**config.mk**
```make
export PLATFORM = sky130hd
export DESIGN_NAME = frame_header_deframer_flat
export DESIGN_NICKNAME = d
export VERILOG_FILES = /design/src/rtl/fhd_pkg.sv /design/src/rtl/fhd_in_if.sv /design/src/rtl/fhd_out_if.sv /design/src/rtl/fhd_res_fifo.sv /design/src/rtl/frame_header_deframer.sv /design/src/flat_wrapper.sv
export SDC_FILE = /design/constraint.sdc
export NUM_CORES = 1
export LEC_CHECK = 0
export BUFFER_PORTS_ARGS = -buffer_cell sky130_fd_sc_hd__buf_4
export CORE_MARGIN = 3
export CORE_UTILIZATION = 51
export CTS_BUF_LIST = sky130_fd_sc_hd__clkbuf_4 sky130_fd_sc_hd__clkbuf_8
export DETAILED_ROUTE_END_ITERATION = 10
export GPL_TIMING_DRIVEN = 0
export MAX_ROUTING_LAYER = met4
export PLACE_DENSITY_LB_ADDON = 0.12
export SLEW_MARGIN = 10
export SYNTH_ARGS = -nofsm -noshare
export SYNTH_HDL_FRONTEND = slang
export SYNTH_SLANG_ARGS = --single-unit
```
**constraint.sdc**
```tcl
create_clock -name i_clk -period 5.7 [get_ports i_clk]
set_input_delay 0.855 -clock i_clk [delete_from_list [all_inputs] [get_ports i_clk]]
set_output_delay 0.855 -clock i_clk [all_outputs]
set_load 0.01 [all_outputs]
```
**src/rtl/fhd_pkg.sv**
```systemverilog
// Shared types and constants for the frame header deframer.
// Holds the result record, the write request into the result queue and the codes.
// No dependencies; compile first.
package fhd_pkg;

    localparam int RES_DEPTH = 4;
    localparam int RES_PTR_W = $clog2(RES_DEPTH);
    localparam int RES_CNT_W = $clog2(RES_DEPTH + 1);

    localparam logic [4:0] HDR_LEN     = 5'd20;
    localparam logic [7:0] HDR_VERSION = 8'd1;

    localparam logic [1:0] KIND_PAYLOAD = 2'd0;
    localparam logic [1:0] KIND_HEADER  = 2'd1;
    localparam logic [1:0] KIND_END     = 2'd2;

    localparam logic [1:0] ST_OK       = 2'd0;
    localparam logic [1:0] ST_HDR_BAD  = 2'd1;
    localparam logic [1:0] ST_CSUM_BAD = 2'd2;
    localparam logic [1:0] ST_TRUNC    = 2'd3;

    typedef enum logic [2:0] {
        PH_HEADER  = 3'b001,
        PH_PAYLOAD = 3'b010,
        PH_DROP    = 3'b100
    } t_phase;

    typedef struct packed {
        logic [1:0]  kind;
        logic [7:0]  payload_byte;
        logic [15:0] service_id;
        logic [15:0] message_type;
        logic [31:0] payload_length;
        logic        payload_big_endian;
        logic [1:0]  status;
        logic        last;
    } t_result;

    // Up to two results per input transaction; second only together with first.
    typedef struct packed {
        logic    v0;
        logic    v1;
        t_result r0;
        t_result r1;
    } t_push;

endpackage

```
**src/rtl/fhd_in_if.sv**
```systemverilog
// Input channel of the frame header deframer: valid/ready, an action bit and one frame byte.
// Depends on nothing.
interface fhd_in_if;
    logic       valid;
    logic       ready;
    logic       action;
    logic [7:0] data_byte;

    modport source (output valid, output action, output data_byte, input ready);
    modport sink   (input valid, input action, input data_byte, output ready);
endinterface

```
**src/rtl/fhd_out_if.sv**
```systemverilog
// Result channel of the frame header deframer: valid/ready plus one result record.
// Depends on nothing.
interface fhd_out_if;
    logic        valid;
    logic        ready;
    logic [1:0]  kind;
    logic [7:0]  payload_byte;
    logic [15:0] service_id;
    logic [15:0] message_type;
    logic [31:0] payload_length;
    logic        payload_big_endian;
    logic [1:0]  status;
    logic        last;

    modport source (output valid, output kind, output payload_byte, output service_id,
                    output message_type, output payload_length,
                    output payload_big_endian, output status, output last, input ready);
    modport sink   (input valid, input kind, input payload_byte, input service_id,
                    input message_type, input payload_length,
                    input payload_big_endian, input status, input last, output ready);
endinterface

```
**src/rtl/fhd_res_fifo.sv**
```systemverilog
// Result queue: takes up to two results per cycle, hands out one per transaction.
// Depends on fhd_pkg and fhd_out_if.
module fhd_res_fifo (
    input  logic          i_clk,
    input  logic          i_rst_n,
    input  fhd_pkg::t_push i_push,
    output logic          o_room,
    fhd_out_if.source     o_out
);
    import fhd_pkg::*;

    t_result              r_mem [RES_DEPTH];
    logic [RES_PTR_W-1:0] r_wr_ptr, n_wr_ptr;
    logic [RES_PTR_W-1:0] r_rd_ptr, n_rd_ptr;
    logic [RES_CNT_W-1:0] r_count, n_count;
    logic [RES_CNT_W-1:0] w_push_cnt;
    logic                 w_pop;
    t_result              w_head;

    assign w_pop      = o_out.valid && o_out.ready;
    assign w_push_cnt = RES_CNT_W'(i_push.v0) + RES_CNT_W'(i_push.v1);
    assign o_room     = r_count <= RES_CNT_W'(RES_DEPTH - 2);

    always_comb begin
        n_wr_ptr = r_wr_ptr + RES_PTR_W'(w_push_cnt);
        n_rd_ptr = r_rd_ptr + RES_PTR_W'(w_pop);
        n_count  = r_count + w_push_cnt - RES_CNT_W'(w_pop);
    end

    always_ff @(posedge i_clk) begin
        if (!i_rst_n) begin
            r_wr_ptr <= '0;
            r_rd_ptr <= '0;
            r_count  <= '0;
        end else begin
            r_wr_ptr <= n_wr_ptr;
            r_rd_ptr <= n_rd_ptr;
            r_count  <= n_count;
        end
    end

    always_ff @(posedge i_clk) begin
        if (i_push.v0) begin
            r_mem[r_wr_ptr] <= i_push.r0;
        end
        if (i_push.v1) begin
            r_mem[r_wr_ptr + RES_PTR_W'(1)] <= i_push.r1;
        end
    end

    assign w_head = r_mem[r_rd_ptr];

    assign o_out.valid              = r_count != '0;
    assign o_out.kind               = w_head.kind;
    assign o_out.payload_byte       = w_head.payload_byte;
    assign o_out.service_id         = w_head.service_id;
    assign o_out.message_type       = w_head.message_type;
    assign o_out.payload_length     = w_head.payload_length;
    assign o_out.payload_big_endian = w_head.payload_big_endian;
    assign o_out.status             = w_head.status;
    assign o_out.last               = w_head.last;

endmodule

```
**src/rtl/frame_header_deframer.sv**
```systemverilog
// Frame header deframer top level: header parse, payload pass-through, verdicts.
// Depends on fhd_pkg, fhd_in_if, fhd_out_if and fhd_res_fifo.
//
// Usage:
//   i_in carries one frame byte per transaction (action 0) or a frame
//   boundary / abort (action 1). The first 20 bytes of a frame form a
//   little-endian header; after a good header, payload_length bytes follow
//   and are forwarded one result each on o_out.
//   o_out carries results: a header verdict, payload bytes and a frame end
//   verdict (ok, checksum mismatch or truncated). last marks the final result
//   of a frame. A bad header yields one verdict with last set, then bytes are
//   dropped until a boundary.
// Timing:
//   Each accepted byte is handled in the cycle it is accepted; its results
//   are written into a 4-entry result queue whose head drives o_out. One
//   byte per cycle is taken while the queue has room. A byte that ends a
//   good frame yields two results, while o_out hands out one per
//   transaction. i_in.ready is high while the queue has room for two results,
//   so it falls when o_out stalls or two-result bytes fill the queue.
// Reset:
//   Synchronous active-low i_rst_n empties the queue and returns the parser
//   to waiting for the first header byte.
module frame_header_deframer (
    input  logic      i_clk,
    input  logic      i_rst_n,
    fhd_in_if.sink    i_in,
    fhd_out_if.source o_out
);
    import fhd_pkg::*;

    // Header byte offsets with a meaning of their own
    localparam logic [4:0] OFS_VERSION = 5'd0;
    localparam logic [4:0] OFS_SIZE    = 5'd1;
    localparam logic [4:0] OFS_ENDIAN  = 5'd2;
    localparam logic [4:0] OFS_SVC_LO  = 5'd4;
    localparam logic [4:0] OFS_SVC_HI  = 5'd5;
    localparam logic [4:0] OFS_TYPE_LO = 5'd6;
    localparam logic [4:0] OFS_TYPE_HI = 5'd7;
    localparam logic [4:0] OFS_LEN_B0  = 5'd8;
    localparam logic [4:0] OFS_LEN_B1  = 5'd9;
    localparam logic [4:0] OFS_LEN_B2  = 5'd10;
    localparam logic [4:0] OFS_LEN_B3  = 5'd11;
    localparam logic [4:0] OFS_HDR_SUM = 5'd16;
    localparam logic [4:0] OFS_PLD_SUM = 5'd17;

    t_phase      r_phase, n_phase;
    logic [4:0]  r_hdr_index, n_hdr_index;
    logic [7:0]  r_hdr_xor, n_hdr_xor;
    logic        r_hdr_fault, n_hdr_fault;
    logic [15:0] r_service, n_service;
    logic [15:0] r_type, n_type;
    logic [31:0] r_length, n_length;
    logic        r_endian, n_endian;
    logic [7:0]  r_exp_xor, n_exp_xor;
    logic [31:0] r_remaining, n_remaining;
    logic [7:0]  r_pld_xor, n_pld_xor;

    logic        w_accept;
    logic        w_room;
    logic        w_hdr_zero;
    logic [4:0]  w_idx;
    logic [4:0]  w_idx_next;
    logic [7:0]  w_byte;
    t_push       w_push;

    assign i_in.ready = w_room;
    assign w_accept   = i_in.valid && i_in.ready;
    assign w_byte     = i_in.data_byte;

    always_comb begin
        n_phase     = r_phase;
        n_hdr_index = r_hdr_index;
        n_hdr_xor   = r_hdr_xor;
        n_hdr_fault = r_hdr_fault;
        n_service   = r_service;
        n_type      = r_type;
        n_length    = r_length;
        n_endian    = r_endian;
        n_exp_xor   = r_exp_xor;
        n_remaining = r_remaining;
        n_pld_xor   = r_pld_xor;
        w_push      = '0;
        w_hdr_zero  = 1'b0;
        w_idx       = (r_hdr_index >= HDR_LEN) ? 5'd0 : r_hdr_index;
        w_idx_next  = w_idx + 5'd1;

        if (w_accept) begin
            if (i_in.action) begin
                // Boundary: report truncation if a frame was open, then rearm
                if (r_phase == PH_PAYLOAD) begin
                    w_push.v0        = 1'b1;
                    w_push.r0.kind   = KIND_END;
                    w_push.r0.status = ST_TRUNC;
                    w_push.r0.last   = 1'b1;
                end else if (r_phase != PH_DROP && r_hdr_index != 5'd0) begin
                    w_push.v0        = 1'b1;
                    w_push.r0.kind   = KIND_END;
                    w_push.r0.status = ST_TRUNC;
                    w_push.r0.last   = 1'b1;
                    w_hdr_zero       = 1'b1;
                end
                n_phase     = PH_HEADER;
                n_hdr_index = 5'd0;
            end else begin
                case (r_phase)
                    PH_DROP: begin
                        // drop the byte silently
                    end
                    PH_PAYLOAD: begin
                        n_pld_xor              = r_pld_xor ^ w_byte;
                        n_remaining            = r_remaining - 32'd1;
                        w_push.v0              = 1'b1;
                        w_push.r0.kind         = KIND_PAYLOAD;
                        w_push.r0.payload_byte = w_byte;
                        if (n_remaining == 32'd0) begin
                            w_push.v1        = 1'b1;
                            w_push.r1.kind   = KIND_END;
                            w_push.r1.status = (n_pld_xor == r_exp_xor) ? ST_OK : ST_CSUM_BAD;
                            w_push.r1.last   = 1'b1;
                            n_phase          = PH_HEADER;
                            n_hdr_index      = 5'd0;
                        end
                    end
                    default: begin
                        n_phase = PH_HEADER;
                        // First header byte starts from clean header registers
                        if (w_idx == 5'd0) begin
                            n_hdr_xor   = 8'd0;
                            n_hdr_fault = 1'b0;
                            n_service   = 16'd0;
                            n_type      = 16'd0;
                            n_length    = 32'd0;
                            n_endian    = 1'b0;
                            n_exp_xor   = 8'd0;
                        end
                        n_hdr_xor = n_hdr_xor ^ w_byte;
                        case (w_idx)
                            OFS_VERSION: if (w_byte != HDR_VERSION) n_hdr_fault = 1'b1;
                            OFS_SIZE:    if (w_byte != 8'(HDR_LEN)) n_hdr_fault = 1'b1;
                            OFS_ENDIAN:  n_endian = |w_byte;
                            OFS_SVC_LO:  n_service[7:0]  = n_service[7:0] | w_byte;
                            OFS_SVC_HI:  n_service[15:8] = n_service[15:8] | w_byte;
                            OFS_TYPE_LO: n_type[7:0]     = n_type[7:0] | w_byte;
                            OFS_TYPE_HI: n_type[15:8]    = n_type[15:8] | w_byte;
                            OFS_LEN_B0:  n_length[7:0]   = n_length[7:0] | w_byte;
                            OFS_LEN_B1:  n_length[15:8]  = n_length[15:8] | w_byte;
                            OFS_LEN_B2:  n_length[23:16] = n_length[23:16] | w_byte;
                            OFS_LEN_B3:  n_length[31:24] = n_length[31:24] | w_byte;
                            OFS_HDR_SUM: begin
                                // covered by the running XOR
                            end
                            OFS_PLD_SUM: n_exp_xor = w_byte;
                            // flags and reserved bytes must be zero
                            default:     if (w_byte != 8'd0) n_hdr_fault = 1'b1;
                        endcase

                        if (w_idx_next == HDR_LEN) begin
                            n_hdr_index    = 5'd0;
                            w_push.v0      = 1'b1;
                            w_push.r0.kind = KIND_HEADER;
                            if (n_hdr_fault || n_hdr_xor != 8'd0) begin
                                w_push.r0.status = ST_HDR_BAD;
                                w_push.r0.last   = 1'b1;
                                n_phase          = PH_DROP;
                            end else begin
                                n_pld_xor        = 8'd0;
                                n_remaining      = n_length;
                                w_push.r0.status = ST_OK;
                                if (n_length == 32'd0) begin
                                    // Empty payload closes the frame at once
                                    w_push.v1        = 1'b1;
                                    w_push.r1.kind   = KIND_END;
                                    w_push.r1.status = (n_exp_xor == 8'd0) ? ST_OK : ST_CSUM_BAD;
                                    w_push.r1.last   = 1'b1;
                                    n_phase          = PH_HEADER;
                                end else begin
                                    n_phase = PH_PAYLOAD;
                                end
                            end
                        end else begin
                            n_hdr_index = w_idx_next;
                        end
                    end
                endcase
            end
        end

        // Results carry the header registers after this byte, bar a header truncation
        w_push.r0.service_id         = w_hdr_zero ? 16'd0 : n_service;
        w_push.r0.message_type       = w_hdr_zero ? 16'd0 : n_type;
        w_push.r0.payload_length     = w_hdr_zero ? 32'd0 : n_length;
        w_push.r0.payload_big_endian = w_hdr_zero ? 1'b0 : n_endian;
        w_push.r1.service_id         = n_service;
        w_push.r1.message_type       = n_type;
        w_push.r1.payload_length     = n_length;
        w_push.r1.payload_big_endian = n_endian;
    end

    always_ff @(posedge i_clk) begin
        if (!i_rst_n) begin
            r_phase     <= PH_HEADER;
            r_hdr_index <= 5'd0;
            r_hdr_xor   <= 8'd0;
            r_hdr_fault <= 1'b0;
            r_service   <= 16'd0;
            r_type      <= 16'd0;
            r_length    <= 32'd0;
            r_endian    <= 1'b0;
            r_exp_xor   <= 8'd0;
            r_remaining <= 32'd0;
            r_pld_xor   <= 8'd0;
        end else begin
            r_phase     <= n_phase;
            r_hdr_index <= n_hdr_index;
            r_hdr_xor   <= n_hdr_xor;
            r_hdr_fault <= n_hdr_fault;
            r_service   <= n_service;
            r_type      <= n_type;
            r_length    <= n_length;
            r_endian    <= n_endian;
            r_exp_xor   <= n_exp_xor;
            r_remaining <= n_remaining;
            r_pld_xor   <= n_pld_xor;
        end
    end

    fhd_res_fifo u_res_fifo (
        .i_clk   (i_clk),
        .i_rst_n (i_rst_n),
        .i_push  (w_push),
        .o_room  (w_room),
        .o_out   (o_out)
    );

    // Reset rearms the header parser
    a_reset_rearm: assert property (@(posedge i_clk)
        !i_rst_n |=> (r_phase == PH_HEADER && r_hdr_index == 5'd0))
        else $error("parser not rearmed after reset");

    // A second result only ever closes a frame
    a_second_is_end: assert property (@(posedge i_clk) disable iff (!i_rst_n)
        w_push.v1 |-> (w_push.v0 && w_push.r1.kind == KIND_END && w_push.r1.last))
        else $error("second result is not a frame end verdict");

    // Bytes while dropping produce nothing
    a_drop_silent: assert property (@(posedge i_clk) disable iff (!i_rst_n)
        (w_accept && !i_in.action && r_phase == PH_DROP) |-> !w_push.v0)
        else $error("result produced while dropping");

    // While in payload the header index stays at zero and payload bytes remain
    a_payload_index: assert property (@(posedge i_clk) disable iff (!i_rst_n)
        (r_phase == PH_PAYLOAD) |-> (r_hdr_index == 5'd0 && r_remaining != 32'd0))
        else $error("payload phase with stale header index or empty count");

endmodule

```
**src/flat_wrapper.sv**
```systemverilog
// flat-port wrapper written by rule: the top's interface ports become plain ports
module frame_header_deframer_flat import fhd_pkg::*;
  (i_clk, i_rst_n, i_in_valid, i_in_action, i_in_data_byte, i_in_ready, o_out_valid, o_out_kind, o_out_payload_byte, o_out_service_id, o_out_message_type, o_out_payload_length, o_out_payload_big_endian, o_out_status, o_out_last, o_out_ready);
  fhd_in_if i_in_i ();
  fhd_out_if o_out_i ();
  input  logic i_clk;
  input  logic i_rst_n;
  input wire logic [$bits(i_in_i.valid)-1:0] i_in_valid;
  input wire logic [$bits(i_in_i.action)-1:0] i_in_action;
  input wire logic [$bits(i_in_i.data_byte)-1:0] i_in_data_byte;
  output wire logic [$bits(i_in_i.ready)-1:0] i_in_ready;
  output wire logic [$bits(o_out_i.valid)-1:0] o_out_valid;
  output wire logic [$bits(o_out_i.kind)-1:0] o_out_kind;
  output wire logic [$bits(o_out_i.payload_byte)-1:0] o_out_payload_byte;
  output wire logic [$bits(o_out_i.service_id)-1:0] o_out_service_id;
  output wire logic [$bits(o_out_i.message_type)-1:0] o_out_message_type;
  output wire logic [$bits(o_out_i.payload_length)-1:0] o_out_payload_length;
  output wire logic [$bits(o_out_i.payload_big_endian)-1:0] o_out_payload_big_endian;
  output wire logic [$bits(o_out_i.status)-1:0] o_out_status;
  output wire logic [$bits(o_out_i.last)-1:0] o_out_last;
  input wire logic [$bits(o_out_i.ready)-1:0] o_out_ready;
  assign i_in_i.valid = i_in_valid;
  assign i_in_i.action = i_in_action;
  assign i_in_i.data_byte = i_in_data_byte;
  assign i_in_ready = i_in_i.ready;
  assign o_out_valid = o_out_i.valid;
  assign o_out_kind = o_out_i.kind;
  assign o_out_payload_byte = o_out_i.payload_byte;
  assign o_out_service_id = o_out_i.service_id;
  assign o_out_message_type = o_out_i.message_type;
  assign o_out_payload_length = o_out_i.payload_length;
  assign o_out_payload_big_endian = o_out_i.payload_big_endian;
  assign o_out_status = o_out_i.status;
  assign o_out_last = o_out_i.last;
  assign o_out_i.ready = o_out_ready;
  frame_header_deframer u_core (.i_clk(i_clk), .i_rst_n(i_rst_n), .i_in(i_in_i), .o_out(o_out_i));
endmodule
```
==> results of run 1 <==
tightest hold or removal path, stage by stage (launching register included):
cell	delay (ns)
dfxtp_1	0.32
mux2i_1	0.06
nor2_1	0.07
report_power, final:
| part | internal (mW) | leakage, nW | switching [mW] |
|---|---|---|---|
| logic | 0.699 | 2.98 | 0.806 |
| clock network | 1.61 | 0.833 | 1.31 |
| registers | 3.47 | 4.01 | 0.0242 |
area by class of cell:
type / count / area [um2]
fill: 3323 / 16200
sequential: 449 / 11700
multi-input combinational: 1202 / 8380
clock buffer: 120 / 1450
timing repair buffer: 95 / 778
tap: 525 / 657
buffer: 152 / 608
clock inverter: 18 / 98.8
inverter: 18 / 67.6
synthesized netlist by cell type (28+ instances only):
| cell type | instances |
|---|---|
| a22oi_1 | 98 |
| edfxtp_1 | 272 |
| nor2_1 | 375 |
| nand2_1 | 55 |
| mux2i_1 | 40 |
| buf_2 | 29 |
| o21ai_0 | 65 |
| nor2b_1 | 92 |
| a21oi_1 | 42 |
| dfxtp_1 | 177 |
| mux4_2 | 78 |
| clkbuf_1 | 106 |
| nor3_1 | 28 |
layout by cell type, fill, tap and decap left out, types with 65 or more instances in the layout:
master    synthesis  layout
a22oi_1          98      98
buf_4             0      91
clkbuf_1        106     106
clkbuf_8          0      87
dfxtp_1         177     177
edfxtp_1        272     272
mux4_2           78      78
nor2_1          375     375
nor2b_1          92      92
o21ai_0          65      65
sequential cells by signal, indices dropped and copies added, names as in the netlist, 2 cells and up:
name	cells
u_core.r_exp_xor	8
u_core.r_hdr_index	5
u_core.r_hdr_xor	8
u_core.r_length	32
u_core.r_phase	3
u_core.r_pld_xor	8
u_core.r_remaining	32
u_core.r_service	16
u_core.r_type	16
u_core.u_res_fifo.r_count	3
u_core.u_res_fifo.r_mem	312
u_core.u_res_fifo.r_rd_ptr	2
u_core.u_res_fifo.r_wr_ptr	2
metrics by stage:
| stage | area [um2] | utilization [%] |
|---|---|---|
| finish | 23700 | 59.5 |
| global route | 23700 | 59.5 |
| CTS | 23700 | 59.4 |
| detailed placement | 22200 | 55.6 |
| global placement | 22100 | 55.3 |
| floorplan | 20700 | - |
path summary, 6_finish.rpt:
path / from / endpoint / slack, ns / cells after the start
max: u_core.r_hdr_index[4] / u_core.u_res_fifo.r_count[2] / 0.39 / 19
min: u_core.u_res_fifo.r_mem[0][70] / u_core.u_res_fifo.r_mem[0][70] / 0.49 / 2
max reg2reg: u_core.r_hdr_index[4] / u_core.u_res_fifo.r_count[2] / 0.39 / 19
min reg2reg: u_core.u_res_fifo.r_mem[0][70] / u_core.u_res_fifo.r_mem[0][70] / 0.49 / 2
logic make-up (layout without fill, tap and decap cells):
family | count (synthesis) | after routing | synth area share, %
simple gates | 696 | 696 | 16.1
flops | 449 | 449 | 56.5
compound gates | 339 | 339 | 11.5
buf+inv | 170 | 403 | 3.25
mux | 118 | 118 | 10.4
xor+xnor | 37 | 37 | 1.56
fa+ha+maj | 12 | 12 | 0.760
metal layers:
| layer | GRT usage (%) | vias up |
|---|---|---|
| li1 | - | 7119 |
| met1 | 40.9 | 7897 |
| met2 | 45.3 | 774 |
| met3 | 4.99 | 106 |
| met4 | 10.3 | 0 |
| met5 | - | - |
==> flow_summary.yaml, run 1 <==
cts:
  cts.repair.resized: 0
  post-cts-setup-buffer-count: 0
  cts_buffer_depth: 3
  insertion_delay_ns: 0.65
  cts_max_level: 3
  clkTransAtPathRegs_ns: 0.06
  cts_buffers: 75
  clock_sinks: 449
  ctsHoldBuffers: 0
  tritoncts: "yes"
  clock-root-buffer: "clkbuf_8"
worst_setup_path:
  crit_path_frequent_cell: "ha_1"
  end_kind: "flop"
  worst_setup_path_start_kind: "flop"
  cp_cell_sequence: "clkbuf_1 > o21ai_0 > and2_1 > ha_1 > nor4bb_1 > clkbuf_1 > a32oi_1 > o21ai_0 > nor4_4 > or4bb_1 > o41ai_4 > ha_1 > inv_1 > ha_1 > inv_1 > ha_1 > fa_1 > xnor2_1 > and2_1"
  critPathBufInv: 4
  cp_slowest_stage_delay_ns: 0.53
  critical_path_class: "reg2reg"
  crit_required_ns: 6.21
  cp_slowest_cell: "or4bb_1"
  critPathTopFamily: "simple AND/OR/NAND/NOR gates"
  arrival_ns: 5.82
  cp_max_fo: 10
timing:
  max_freq_ghz: 0.188
  drv_slew: 0
  rsz0062_at_grt: "false"
  setup_violations: 0
  worst_slew_pin_slew_ns: 1.25
  finalSetupTns_ns: 0
  finalWorstSetupSlack_ns: 0.393
  fin_crit_sh_pct: 93.1
  slew_headroom_pct: 15.7
  hold_ws_ns: 0.489
  skew_ns: 0.0323
  hold_viol_final: 0
  finalCriticalPeriod_ns: 5.31
drt:
  drt-met1-wl_um: 26400
  firstDrtPassIters: 6
  initialDrtViolationCount: 1696
  drc: 0
  viasPerCell: 6.16
  routed_wl_um: 63200
  wl_met3_um: 5330
  wl_per_cell_um: 24.5
  ant_nets: 0
  top_layer: "met4"
  vias: 15896
  dr_wl_met2_um: 29600
placed_design:
  gp_congestion: 0.969
  dp_hpwl_um: 42600
  place_ws_ns: 0.370
  port_buffers: 90
  dp.cells: 2441
global_route:
  grt_max_degree: 49
  grtUsageTotal_pct: 29.7
  grt_pass1_wl_um: 95300
  antenna_found_initial: 0
  grt-ovfl-total: 0
  first_global_vias: 15614
power_and_ir_drop:
  p_leak_nw: 7.83
  powerDensity_nw_per_um2: 334
  finalPower_mw: 7.92
  ir_worst_vdd_mv: 0.185
final_layout:
  fin_cells: 2579
  nets: 2018
  drive_above_1_share_pct: 18.0
  syn_to_final_growth_pct: 14.5
  diodes: 0
yosys:
  ys_types: 73
  ys.warnings.count: 0
  synthArstFlopShare_pct: 0
  synth_top_area_share_pct: 39.4
  synth_cells: 1821
  synth.area.top_cells: "edfxtp_1 (39%), dfxtp_1 (17%), mux4_2 (8.5%), nor2_1 (6.8%), a22oi_1 (3.5%)"
  yosysSeqAreaShare_pct: 56.5
  synthesis.area_um2: 20700
  synth_nets: 1846
  synth_area_leader_cell: "edfxtp_1"
  synth_edf_count: 272
  avgSynthCellArea_um2: 11.4
  synth_ff_type: "edfxtp_1"
  synth_seq_cells: 449
floorplan:
  coreArea_um2: 39900
  dieHeight_um: 208
  fp-row-count: 73
  fp.dieW_um: 208
  ios: 93
  dieArea_um2: 43100
  initial_core_util_pct: 51.9
run_status:
  run_status: "complete, no violations"
flow_run:
  max-cap-violations: 0
worst_hold_path:
  hold_class: "reg2reg"
Note: power is estimated with default switching activity, not from simulation.
==> run 2: changes to the inputs <==
--- a/config.mk
+++ b/config.mk
@@ -5,6 +5,7 @@
 export SDC_FILE = /design/constraint.sdc
 export NUM_CORES = 1
 export LEC_CHECK = 0
+export ABC_AREA = 1
 export BUFFER_PORTS_ARGS = -buffer_cell sky130_fd_sc_hd__buf_4
 export CORE_MARGIN = 3
 export CORE_UTILIZATION = 51
==> run 2 against run 1 <==
- global-route usage up 0.72 points
- area after synthesis up 3.2%
- count of clock-buffer cells in the layout down 7
- critical path type unchanged
- register-to-register slack better by 0.50 ns
- first-iteration DRC count up 7.1%
- non-clock buffer count down 14
- clock skew down 0.0074 ns
- power up 22%
- design area up 3.1%
- core utilization up 0.064 points
- clock power up 7.5%
- final cell count up 32%
==> flow_summary.yaml, run 2 <==
run_status:
  run_status: "complete, no violations"
worst_setup_path:
  cp_slowest_stage_delay_ns: 0.50
  cp_slowest_cell: "nand2_4"
  worst_setup_path_start_kind: "flop"
  critical_path_class: "reg2reg"
  cp_max_fo: 35
  end_kind: "flop"
  crit_path_frequent_cell: "nor2_1"
  crit_required_ns: 6.17
  arrival_ns: 5.27
  cp_cell_sequence: "nor2_1 > nor2_1 > nor2_1 > inv_1 > ha_1 > inv_1 > nor2_1 > nand2_1 > o21ai_0 > nor2_1 > nand2_1 > nor2_1 > nand2_1 > nor2_1 > nand4_1 > nand2_2 > nand3_2 > nand2_4 > buf_12 > nand2_1 > clkbuf_1 > nor2_1"
yosys:
  ys_types: 39
  synthTopCellsByCount: "nor2_1 (659), nand2_1 (529), o21ai_0 (298)"
  synth_area_leader_cell: "edfxtp_1"
  synth_ff_type: "edfxtp_1"
  avgSynthCellArea_um2: 8.11
  synth_nets: 2664
  synth.most_common_cell: "nor2_1"
  synth_edf_count: 272
  yosysSeqAreaShare_pct: 54.7
  synthArstFlopShare_pct: 0
  synth_cells: 2639
  synthesis.area_um2: 21400
  synth_seq_cells: 449
  synth_top_area_share_pct: 38.2
  ys.warnings.count: 0
  synth.area.top_cells: "edfxtp_1 (38%), dfxtp_1 (17%), nor2_1 (12%), nand2_1 (9.3%), o21ai_0 (7.0%)"
final_layout:
  largest_registers: "u_core.u_res_fifo.r_mem (312), u_core.r_length (32), u_core.r_remaining (32)"
  nets: 2832
  diodes: 0
  largest_reg_flops: 312
  syn_to_final_growth_pct: 14.4
  final_common_cell: "nor2_1"
  fin_area_um2: 24500
  fin_cells: 3400
  mostFrequentLayoutCells: "nor2_1 (659), nand2_1 (525), o21ai_0 (298)"
  regMostFlops: "u_core.u_res_fifo.r_mem"
  drive_above_1_share_pct: 10.3
placed_design:
  dp.cells: 3260
  port_buffers: 85
  place_area_um2: 22800
  gp_congestion: 0.955
  dp_hpwl_um: 45900
timing:
  skew_ns: 0.0249
  rsz0062_at_grt: "false"
  drv_slew: 0
  fin_crit_sh_pct: 84.2
  slew_headroom_pct: 44.5
  max_freq_ghz: 0.208
  finalCriticalPeriod_ns: 4.80
  setup_violations: 0
  hold_viol_final: 0
  worst_slew_pin_slew_ns: 0.832
floorplan:
  dieHeight_um: 211
  coreArea_um2: 41100
  initial_core_util_pct: 52.1
  ios: 93
  fp-row-count: 74
  fp.dieW_um: 211
  dieArea_um2: 44500
power_and_ir_drop:
  p_leak_nw: 9.76
  ir_worst_vdd_mv: 0.228
  powerDensity_nw_per_um2: 396
drt:
  drc: 0
  viasPerCell: 5.59
  firstDrtPassIters: 7
  initialDrtViolationCount: 1816
  ant_nets: 0
  vias: 19000
  wl_per_cell_um: 19.5
  routed_wl_um: 66200
global_route:
  first_global_vias: 18487
  grt_pass1_wl_um: 102000
  grt_max_degree: 52
  antenna_found_initial: 0
  grt-ovfl-total: 0
  grtUsageTotal_pct: 30.4
cts:
  cts.repair.resized: 0
  cts_max_level: 3
  clock-root-buffer: "clkbuf_8"
  clkTransAtPathRegs_ns: 0.06
  ctsHoldBuffers: 0
  post-cts-setup-buffer-count: 0
  cts_buffer_depth: 3
  cts_buffers: 77
  tritoncts: "yes"
  insertion_delay_ns: 0.64
  clock_sinks: 449
worst_hold_path:
  hold_class: "reg2reg"
flow_run:
  max-cap-violations: 0
run 2: stage by stage:
step	power (mW)	hold WS (ns)	worst slack, ns	setup TNS (ns)	util (%)
floorplan	5.37	0.440	1.17	0	-
global placement	6.58	0.454	-1.10	-368.41	55.2
detailed placement	6.61	0.461	0.962	0	55.5
CTS	9.74	0.469	0.914	0	59.5
global route	10.2	0.478	0.571	0	59.5
finish	9.69	0.468	0.898	0	59.5
run 2: metal layers:
layer | share of wire [%] | track usage, % | vias up
met5 | 0 | - | -
met4 | 3.0 | 10.8 | 0
met3 | 7.6 | 4.57 | 134
met2 | 47 | 48.8 | 811
met1 | 43 | 39.8 | 9020
li1 | - | - | 9035
run 2: area by class of cell:
cell class / count / area (um2)
plain buffers: 144 / 749
inverters: 218 / 818
repair buffers: 89 / 726
well taps: 532 / 666
multi-input cells: 1828 / 8150
flip-flops and latches: 449 / 11700
clock inverters: 27 / 255
fillers: 3740 / 16600
clock buffers: 113 / 1410
run 2: worst paths after layout:
path | from | to | slack [ns] | cells past startpoint
max | u_core.r_hdr_index[2] | u_core.u_res_fifo.r_mem[3][17] | 0.90 | 22
min | u_core.u_res_fifo.r_mem[2][1] | u_core.u_res_fifo.r_mem[2][1] | 0.47 | 2
max reg2reg | u_core.r_hdr_index[2] | u_core.u_res_fifo.r_mem[3][17] | 0.90 | 22
min reg2reg | u_core.u_res_fifo.r_mem[2][1] | u_core.u_res_fifo.r_mem[2][1] | 0.47 | 2
run 2: kinds of logic after synthesis:
kind of cell,Yosys count,synth area share (%)
AO/OA/AOI/OAI,476,12.0
AND/OR/NAND/NOR,1318,24.3
buffers and inverters,362,7.33
XOR/XNOR,21,0.860
adder cells (fa/ha/maj),12,0.737
multiplexers,1,0.0468
flip-flops,449,54.7
run 2: power by group:
part	switching [mW]	internal, mW	total [mW]
Clock	1.36	1.78	3.14
Combinational	1.92	0.957	2.88
Sequential	0.0892	3.59	3.68
run 2: critical path: cells and delay by family (launching register included):
kind                     cells  cell delay [ns]
adder cells (fa/ha/maj)      1             0.24
AND/OR/NAND/NOR             16             3.02
AO/OA/AOI/OAI                1             0.16
flip-flops                   1             0.37
buffers and inverters        4             0.81
==> run 3: changes to the inputs <==
==> constraint.sdc (replaced) <==
create_clock -name i_clk -period 4.6 [get_ports i_clk]
set_input_delay 0.69 -clock i_clk [delete_from_list [all_inputs] [get_ports i_clk]]
set_output_delay 0.69 -clock i_clk [all_outputs]
set_load 0.01 [all_outputs]
==> run 3 against run 2 <==
- non-clock buffer count is 5 higher
- critical path type unchanged
- combinational power is 25% higher
- via count is 0.50% higher
- count of clock-buffer cells in the layout stayed put
- hold slack worse by 0.00064 ns
==> flow_summary.yaml, run 3 (synthesis results as in run 2) <==
timing:
  skew_ns: 0.0282
  drv_slew: 0
  finalSetupTns_ns: 0
  slew_headroom_pct: 40.9
  hold_viol_final: 0
  finalCriticalPeriod_ns: 4.25
  fin_crit_sh_pct: 92.4
  setup_violations: 0
  hold_ws_ns: 0.467
  max_freq_ghz: 0.235
  worst_slew_pin_slew_ns: 0.879
  finalWorstSetupSlack_ns: 0.349
  rsz0062_at_grt: "false"
drt:
  initialDrtViolationCount: 1946
  viasPerCell: 5.60
  firstDrtPassIters: 6
  vias: 19095
  wl_per_cell_um: 19.6
  ant_nets: 0
  routed_wl_um: 66900
  drc: 0
final_layout:
  fin_util_pct: 59.8
  fin_area_um2: 24600
  drive_above_1_share_pct: 10.7
  multi_input_area_um2: 8220
  ff_latch_area_um2: 11700
  diodes: 0
  mostFrequentLayoutCells: "nor2_1 (654), nand2_1 (525), o21ai_0 (298)"
  final_common_cell: "nor2_1"
  fin_cells: 3407
  regMostFlops: "u_core.u_res_fifo.r_mem"
  fill_cells: 3722
  syn_to_final_growth_pct: 14.9
  nets: 2839
  largest_reg_flops: 312
  largest_registers: "u_core.u_res_fifo.r_mem (312), u_core.r_length (32), u_core.r_remaining (32)"
floorplan:
  fp.dieW_um: 211
  dieHeight_um: 211
  ios: 93
  dieArea_um2: 44500
  initial_core_util_pct: 52.1
  fp-row-count: 74
  coreArea_um2: 41100
cts:
  tritoncts: "yes"
  insertion_delay_ns: 0.65
  clock-root-buffer: "clkbuf_8"
  cts_buffers: 77
  cts_buffer_depth: 3
  clkTransAtPathRegs_ns: 0.06
  ctsHoldBuffers: 0
  clock_sinks: 449
  cts_max_level: 3
worst_setup_path:
  cp_slowest_stage_delay_ns: 0.48
  crit-reg2reg-launch: "u_core.r_hdr_index[4]"
  worstReg2RegEnd: "u_core.u_res_fifo.r_mem[1][9]"
  r2r_slack_ns: 0.35
  worst_setup_path_start_kind: "flop"
  critPathTopFamily: "simple AND/OR/NAND/NOR gates"
  arrival_ns: 4.61
  end_kind: "flop"
  r2r_cells: 22
  crit_required_ns: 4.96
  cp_cell_sequence: "inv_2 > nor2_2 > nor2_2 > inv_1 > ha_1 > inv_1 > nor2_1 > nand2_1 > o21ai_0 > nor2_1 > nand2_1 > nor2_2 > nand2_1 > nor2_1 > nand4_1 > nand2_2 > nand3_2 > nand2_8 > buf_12 > nand2_1 > clkbuf_1 > nor2_1"
  cp_max_fo: 35
  critPathBufInv: 5
  cp_slowest_cell: "clkbuf_1"
  critical_path_class: "reg2reg"
power_and_ir_drop:
  finalPower_mw: 12.0
  ir_worst_vdd_mv: 0.285
  pwr-share-seq_pct: 37.8
  powerDensity_nw_per_um2: 490
  p_comb_share_pct: 29.9
  p_leak_nw: 9.81
  internal_power_mw: 7.85
  pwr-share-clk_pct: 32.3
  p_sw_share_pct: 34.8
  p_switching_mw: 4.19
placed_design:
  port_buffers: 85
  gp_congestion: 0.955
  place_area_um2: 22800
  place_ws_ns: -0.138
  dp.cells: 3260
  dp_hpwl_um: 45900
worst_hold_path:
  min_path_cells: 2
  worstHoldEndpoint: "u_core.u_res_fifo.r_mem[2][1]"
  hold_class: "reg2reg"
  worstHoldStart: "u_core.u_res_fifo.r_mem[2][1]"
global_route:
  grtUsageTotal_pct: 30.6
  grt-ovfl-total: 0
  antenna_found_initial: 0
  grt_pass1_wl_um: 103000
  grt_max_degree: 52
  first_global_vias: 18523
run_status:
  run_status: "complete, no violations"
flow_run:
  max-cap-violations: 0
==> run 3: changes by cell type in the layout (fill, tap and decap cells not counted), moves of 2 or more <==
cell     delta
nor2_2      +5
nor2_1      -5
buf_4       +5
nand2_4     -2
nand2_8     +4
==> run 3: repair_timing <==
action,in CTS,in global routing
gates resized for setup,4,6
cloned,1,1
endpoints found under the setup margin,184,253
setup buffers,0,5
pin swaps,1,4
==> run 3: power groups by stage <==
stage | combinational (mW) | clock [mW] | sequential [mW]
2_1_floorplan | 2.04 | 0 | 4.61
3_3_place_gp | 3.50 | 0 | 4.65
3_5_place_dp | 3.55 | 0 | 4.64
4_1_cts | 3.57 | 3.95 | 4.55
5_1_grt | 3.91 | 4.14 | 4.57
6_report | 3.60 | 3.89 | 4.56
==> run 3: worst min-delay path, stage by stage (launching register included) <==
cell and delay [ns]:
dfxtp_1 0.31, nand3_1 0.07, nand2_1 0.04
==> run 3: cell type report <==
type / count / area share [%]
clock inverter: 27 / 1.04
tap: 532 / 2.71
inverter: 218 / 3.33
timing repair buffer: 94 / 3.10
sequential: 449 / 47.6
clock buffer: 113 / 5.71
multi-input combinational: 1830 / 33.4
buffer: 144 / 3.05
==> run 3: worst max-delay path by stage <==
stage / start / endpoint / slack, ns / cells after the start
floorplan: u_core.r_hdr_index[2] / u_core.u_res_fifo.r_mem[0][18] / 0.08 / 22
global placement: u_core.r_hdr_index[2] / u_core.u_res_fifo.r_mem[3][67] / -2.20 / 22
detailed placement: u_core.r_hdr_index[2] / u_core.u_res_fifo.r_mem[3][11] / -0.14 / 22
CTS: u_core.r_hdr_index[2] / u_core.u_res_fifo.r_mem[3][17] / 0.06 / 22
global route: u_core.r_hdr_index[4] / u_core.u_res_fifo.r_count[2] / 0.02 / 24
finish: u_core.r_hdr_index[4] / u_core.u_res_fifo.r_mem[1][9] / 0.35 / 22
==> run 3: metal layers <==
| layer | vias up | GRT usage (%) | part of all wire, % |
|---|---|---|---|
| met1 | 9088 | 40.0 | 43 |
| met4 | 0 | 10.8 | 3.0 |
| li1 | 9053 | - | - |
| met2 | 812 | 49.0 | 47 |
| met3 | 142 | 4.72 | 7.5 |
| met5 | - | - | 0 |
